==> src/design/ogsf_pkg.sv <==
// ---------------------------------------------------------------------------
// ogsf_pkg: shared definitions for the occupancy grid shape fill unit
// Holds item modes, register indexes, reset values and the command and status
// bundles that pass between the controller and the datapath.
// ---------------------------------------------------------------------------
package ogsf_pkg;

	// Default grid side; the top-level parameter takes it from here.
	localparam int MAX_DIM_DEFAULT = 64;

	// Largest half size or radius that a draw item may use.
	localparam int MAX_HALF_SIZE = 15;

	// Value that a read returns for an occupied cell.
	localparam logic [6:0] OCCUPIED_VALUE = 7'd100;

	// Configuration port geometry and register reset values.
	localparam int CFG_DW = 7;
	localparam int CFG_IW = 2;
	localparam logic [CFG_DW-1:0] MAP_WIDTH_RESET  = 7'd10;
	localparam logic [CFG_DW-1:0] MAP_HEIGHT_RESET = 7'd10;
	localparam logic              BORDER_RESET     = 1'b0;

	// Register indexes on the configuration port.
	localparam logic [CFG_IW-1:0] CFG_MAP_WIDTH     = 2'd0;
	localparam logic [CFG_IW-1:0] CFG_MAP_HEIGHT    = 2'd1;
	localparam logic [CFG_IW-1:0] CFG_BORDER_ENABLE = 2'd2;

	// Item modes.
	typedef enum logic [1:0] {
		MODE_CLEAR  = 2'd0,
		MODE_SQUARE = 2'd1,
		MODE_CIRCLE = 2'd2,
		MODE_READ   = 2'd3
	} mode_t;

	// Commands from the controller to the datapath.
	typedef struct packed {
		logic capture;     // latch the accepted item and restart the walk counters
		logic sweep_en;    // write one cell of the full-array sweep
		logic fill_border; // sweep writes the border ring when enabled
		logic draw_en;     // visit one cell of the shape window
		logic mem_read;    // read the addressed cell
		logic out_load;    // load the result register
	} ctrl_cmd_t;

	// Status from the datapath to the controller.
	typedef struct packed {
		logic sweep_last;  // sweep counter is on the last cell
		logic draw_last;   // draw walk is on the last cell of the window
	} dp_status_t;

endpackage

==> src/design/ogsf_ctrl.sv <==
// ---------------------------------------------------------------------------
// ogsf_ctrl: controller of the occupancy grid shape fill unit
// Sequences the clearing pass after reset, clear sweeps, shape walks and cell
// reads, and owns the input stall and the result valid.
// ---------------------------------------------------------------------------
module ogsf_ctrl (
	input  logic                  clk,
	input  logic                  arst_n,
	input  logic                  in_valid,
	output logic                  in_stall,
	input  logic [1:0]            mode,
	output logic                  out_valid,
	input  logic                  out_stall,
	output ogsf_pkg::ctrl_cmd_t   cmd,
	input  ogsf_pkg::dp_status_t  status
);

	typedef enum logic [2:0] {
		S_INIT,
		S_IDLE,
		S_CLEAR,
		S_DRAW,
		S_READ,
		S_RESULT
	} state_t;

	state_t state_q;
	logic   out_valid_q;

	// Items are taken only between operations.
	assign in_stall  = (state_q != S_IDLE);
	assign out_valid = out_valid_q;

	// Commands follow the current state.
	always_comb begin
		cmd = '0;
		case (state_q)
			S_INIT: begin
				cmd.sweep_en = 1'b1;
			end
			S_IDLE: begin
				cmd.capture = in_valid;
			end
			S_CLEAR: begin
				cmd.sweep_en    = 1'b1;
				cmd.fill_border = 1'b1;
			end
			S_DRAW: begin
				cmd.draw_en = 1'b1;
			end
			S_READ: begin
				cmd.mem_read = 1'b1;
			end
			S_RESULT: begin
				cmd.out_load = !out_valid_q || !out_stall;
			end
			default: begin
				cmd = '0;
			end
		endcase
	end

	// State register and result valid.
	always_ff @(posedge clk or negedge arst_n) begin
		if (!arst_n) begin
			state_q     <= S_INIT;
			out_valid_q <= 1'b0;
		end else begin
			// The result valid rises at a result load and falls when the item is taken.
			if ((state_q == S_RESULT) && cmd.out_load) begin
				out_valid_q <= 1'b1;
			end else if (out_valid_q && !out_stall) begin
				out_valid_q <= 1'b0;
			end
			case (state_q)
				S_INIT: begin
					if (status.sweep_last) begin
						state_q <= S_IDLE;
					end
				end
				S_IDLE: begin
					if (in_valid) begin
						case (ogsf_pkg::mode_t'(mode))
							ogsf_pkg::MODE_CLEAR: begin
								state_q <= S_CLEAR;
							end
							ogsf_pkg::MODE_SQUARE, ogsf_pkg::MODE_CIRCLE: begin
								state_q <= S_DRAW;
							end
							ogsf_pkg::MODE_READ: begin
								state_q <= S_READ;
							end
							default: begin
								state_q <= S_IDLE;
							end
						endcase
					end
				end
				S_CLEAR: begin
					if (status.sweep_last) begin
						state_q <= S_IDLE;
					end
				end
				S_DRAW: begin
					if (status.draw_last) begin
						state_q <= S_IDLE;
					end
				end
				S_READ: begin
					state_q <= S_RESULT;
				end
				S_RESULT: begin
					if (cmd.out_load) begin
						state_q <= S_IDLE;
					end
				end
				default: begin
					state_q <= S_INIT;
				end
			endcase
		end
	end

endmodule

==> config.mk <==
export PLATFORM = sky130hd
export DESIGN_NAME = ogsf_ctrl
export DESIGN_NICKNAME = d
export VERILOG_FILES = /design/src/design/ogsf_pkg.sv /design/src/design/ogsf_ctrl.sv
export SDC_FILE = /design/constraint.sdc
export NUM_CORES = 1
export LEC_CHECK = 0
export BUFFER_PORTS_ARGS = -buffer_cell sky130_fd_sc_hd__buf_2
export CORE_AREA = 2 2 39 41
export CTS_CLUSTER_DIAMETER = 200
export DETAILED_ROUTE_END_ITERATION = 6
export DIE_AREA = 0 0 41 43
export PLACE_DENSITY = 0.42
export SLEW_MARGIN = 20
export SYNTH_ARGS = -nofsm -noshare
export SYNTH_HDL_FRONTEND = slang
export SYNTH_SLANG_ARGS = --single-unit
==> constraint.sdc <==
create_clock -name clk -period 1.5 [get_ports clk]
set_input_delay 0.3 -clock clk [delete_from_list [all_inputs] [get_ports clk]]
set_output_delay 0.3 -clock clk [all_outputs]
set_load 0.05 [all_outputs]
Word level (Yosys, flattened, before mapping)
Index checks and enable logic that the tools add are counted.

Order comparisons: 0. Equality and inequality tests: 13. Shifts and indexed selects: 0. Divide/modulo/power cells: 0. Multiply operators: 0. Bitwise gates (word level): 0. Add/subtract/negate cells: 0. Reduce and logical (&&, ||, !) cells: 11. Muxes and demuxes: 14.

Operators with widths (count): 3-bit case mux with 5 select lines (1); 3-bit two-way mux (4); 3-bit case mux with 3 select lines (1); 1-bit two-way mux (8); 3-bit by 2-bit == test with 1-bit output (second input constant) (2); 3-bit == test (second input constant) (2); 2-bit inequality test (second input constant) (3); 2-bit == test (second input constant) (2); 4-bit AND reduction (1); 2-bit OR reduction (2); 3-bit by 1-bit == test with 1-bit output (second input constant) (1); 3-bit logical NOT (1); 3-bit by 1-bit inequality test with 1-bit output (second input constant) (1); 2-bit by 1-bit == test with 1-bit output (second input constant) (1); 1-bit logical AND (2); 1-bit logical NOT (2); 2-bit logical NOT (1); 2-bit by 1-bit inequality test with 1-bit output (second input constant) (1); 2-bit nonzero test (1); 1-bit logical OR (1).

Input port bits: 8. Output and inout bits: 8. Flip-flop bits (word level): 4. Bits in read-only memories: 0. Word-level logic and storage cells: 40. Bits in latches: 0. Memories: 0. Bits in writable memories: 0.

Longest topological paths before layout
Depth in word-level cells: 5. Depth in mapped cells: 3. Gate-level depth less buffers: 3.

Worst setup path before layout
Ideal clock, no wire load.

Path kind: register to output. Start point: register state_q[0]. End point: output cmd[3] in the netlist's numbering. Required time: 1.200 ns. Arrival time: 1.734 ns. Path slack: -0.534 ns. Buffers on the path: 1. Cell stages (with the launch flop): 4. Path through: dfrtp_1 buf_6 nor2_1 and2_1.

RTL lines: start, declared (RTL line ogsf_ctrl.sv:27) `state_t state_q;`; start signal, assigned (RTL line ogsf_ctrl.sv:66) `state_q <= S_INIT;`; start signal, assigned (RTL line ogsf_ctrl.sv:78) `state_q <= S_IDLE;`; start signal, assigned (RTL line ogsf_ctrl.sv:85) `state_q <= S_CLEAR;`; end, declared (RTL line ogsf_ctrl.sv:14) `output ogsf_pkg::ctrl_cmd_t cmd,`.

==> metrics <==
Startpoint Class=register; crit path max fanout=2; largest buffer count on any clock path=2; count leader, synth=dfrtp_1; Slew Viols, Final=0; crit path kind=register to output port; # port buffers=15; I/O pin total=16; final hold vios=0; Fmax=0.6443 GHz; setup TNS=-0.1100 ns; GR Util met2=0.1313; H-Tree Depth=1; CP peak stage delay=0.41 ns; WHS Path Cells=3; Final Non-Filler Cells=73; r2r startpoint=state_q[1]; Slew HR=0.8526; status=complete, but fails checks; RSZ-0062 raised after global routing=true; CTS Buf Count=3; vias in the first global route=266; drt pass-1 iters=4; top post-synthesis cells by count=dfrtp_1 (4), nor2_1 (3); Pleak=0.0002707 uW; Worst path slowest cell=or3b_4; synth warn=0; # nets final=69; clock transition at the registers of the reported paths=0.04 ns; cell taking the most area after synthesis=dfrtp_1; global-route wire length before repair=1097 um; DP Area=405.4 um^2; post-synth design cell area=284.0 um^2; pwr dens=2200 nW/um^2; met3 Track Usage GR=0.04712; Avg Inst Size Synth=9.794 um^2; Die Wd=41 um; Netlist cell types=19; area grow syn2layout=95.60%; Placer Congestion=0.7019; Ant. Diodes=0; gr ovfl total=0; EDFF count, synth=0; antenna violations before repair=0; VDD IR max=0.9274 mV; Vias per Instance=4.466; Worst setup startpoint=state_q[2]; Residual DRC=0; CTS root buffer=clkbuf_4; post-synthesis sequential area ratio=0.3524; synth top area cells=dfrtp_1 (35%), ha_1 (8.8%), nand4bb_1 (7.9%), or3b_1 (6.2%), nand3b_1 (5.3%); DR vias=326; CTS tree=yes; DRT antenna net count=0; total wire length=784 um; gr usage total=0.1006; Layout Skew=0.001187 ns; Top FF cell, synth=dfrtp_1; pin count of the biggest net entering global routing=12; Site Rows=14; Final Cycle Share=1.035; initial DRC count=4; failing checks=setup timing; measured slew at the worst slew-check pin=0.2180 ns; top-area cell type share of the netlist area=0.3524; DIE HEIGHT=43 um; initial core utilization=0.2052; share of cells above drive strength 1=0.6316; wire length per cell=10.74 um; met1 Usage GRT=0.1100; clk sinks=4; # setup viols final=3; HPWL Detailed=512.3 um; DP Cell Count=62; worst hold start=out_stall; CP Capture Type=output port; Tmin final=1.552 ns; Worst Path Required=1.20 ns; Async SR Flop Fraction=1.000; flops & latches, synth=4; Placeable Area=1384 um^2; worst setup margin=-0.05202 ns; worst skew pair latency=0.23 ns; post-layout util=0.4014; crit path DAT=1.25 ns; syn nets=39; Min-Delay Path Class=input pin to register; cell count after synthesis=29; GR peak layer=met2; max-cap violations=0; worst reg2reg path depth=6; DIE AREA=1763 um^2; final instance area=555.5 um^2; CP Cell Sequence=or3b_4 > nor2_4 > buf_6
## worst max-delay path, delay by kind of cell (launching register included)
family / cells / cell delay (ns)
buffers and inverters: 1 / 0.16
and+or+nand+nor: 2 / 0.50
DFF: 1 / 0.36
## repair_timing
| item | in CTS | in global routing |
|---|---|---|
| gates resized for setup | 12 | 6 |
| buffers inserted | 2 | 5 |
| endpoints found under the setup margin | 6 | 7 |
| hold buffers | 1 | 0 |
| endpoints found under the hold margin | 4 | 0 |
| pin swaps | 3 | 1 |
## logic make-up (layout without fill, tap and decap cells)
group | Yosys count | after routing | share of synthesized area
flops | 4 | 4 | 0.3524
compound gates | 5 | 5 | 0.1146
fa+ha+maj | 2 | 2 | 0.08809
buf+inv | 2 | 30 | 0.05285
simple gates | 16 | 16 | 0.3921
## metal layers
metal | up-vias | share of wire
li1 | 164 | -
met1 | 145 | 0.39
met2 | 17 | 0.54
met3 | 0 | 0.069
met4 | 0 | 0
met5 | - | 0
## registers in the layout, indices dropped and copies added (netlist names)
register / count
state_q: 3
out_valid: 1
## where the power goes
part	leakage, uW	internal (uW)	total [uW]	switching, uW
Combinational	0.000206	401	914	513
Clock	0.0000138	89.4	132	42.5
Sequential	0.0000506	148	176	28.5
## cell usage in the layout (no fill, tap or decap)
master	synthesis	routed
nand2b_4	0	1
a31oi_1	1	1
clkbuf_4	0	3
nor2_1	3	1
o31ai_1	1	1
inv_1	1	1
nand3b_1	2	2
a21boi_0	1	1
nand2_1	2	2
and2_4	0	1
buf_4	0	8
nor2_2	1	1
ha_1	2	2
nor4bb_2	0	1
or3b_1	2	1
buf_8	0	1
and3b_1	1	1
or3b_4	0	1
nor2_4	0	2
dlygate4sd3_1	0	1
dfrtp_1	4	4
buf_6	1	6
a21oi_2	0	1
o22ai_1	1	1
buf_2	0	10
nand4bb_1	2	2
## per-stage QoR
stage                     hold WS [ns]  setup slack [ns]  total power, uW
after global placement          0.1140           0.08909            861.4
after global routing            0.3169           -0.1072             1303
final                           0.3128          -0.05202             1222
after floorplan               0.004409           -0.1668            714.5
after detailed placement        0.1124           0.08268            855.2
after CTS                       0.3010          -0.06652             1091
## cell type report
cell class	count	area, um^2
Tap cell	16	20.02
Fill cell	149	828.3
Timing Repair Buffer	26	202.7
Clock buffer	3	22.52
Sequential cell	4	100.1
Multi-Input combinational cell	23	206.4
Inverter	1	3.754
## worst paths after layout
check | endpoint | slack (ns)
worst max-delay path | cmd[5] | -0.05
worst min-delay path | out_valid | 0.31
worst max register to register | state_q[0] | 0.10
worst min register to register | out_valid | 0.53
max in group asynchronous | out_valid | 0.98
min in group asynchronous | state_q[2] | 0.40
No activity file was read; power rests on OpenSTA's default activity.
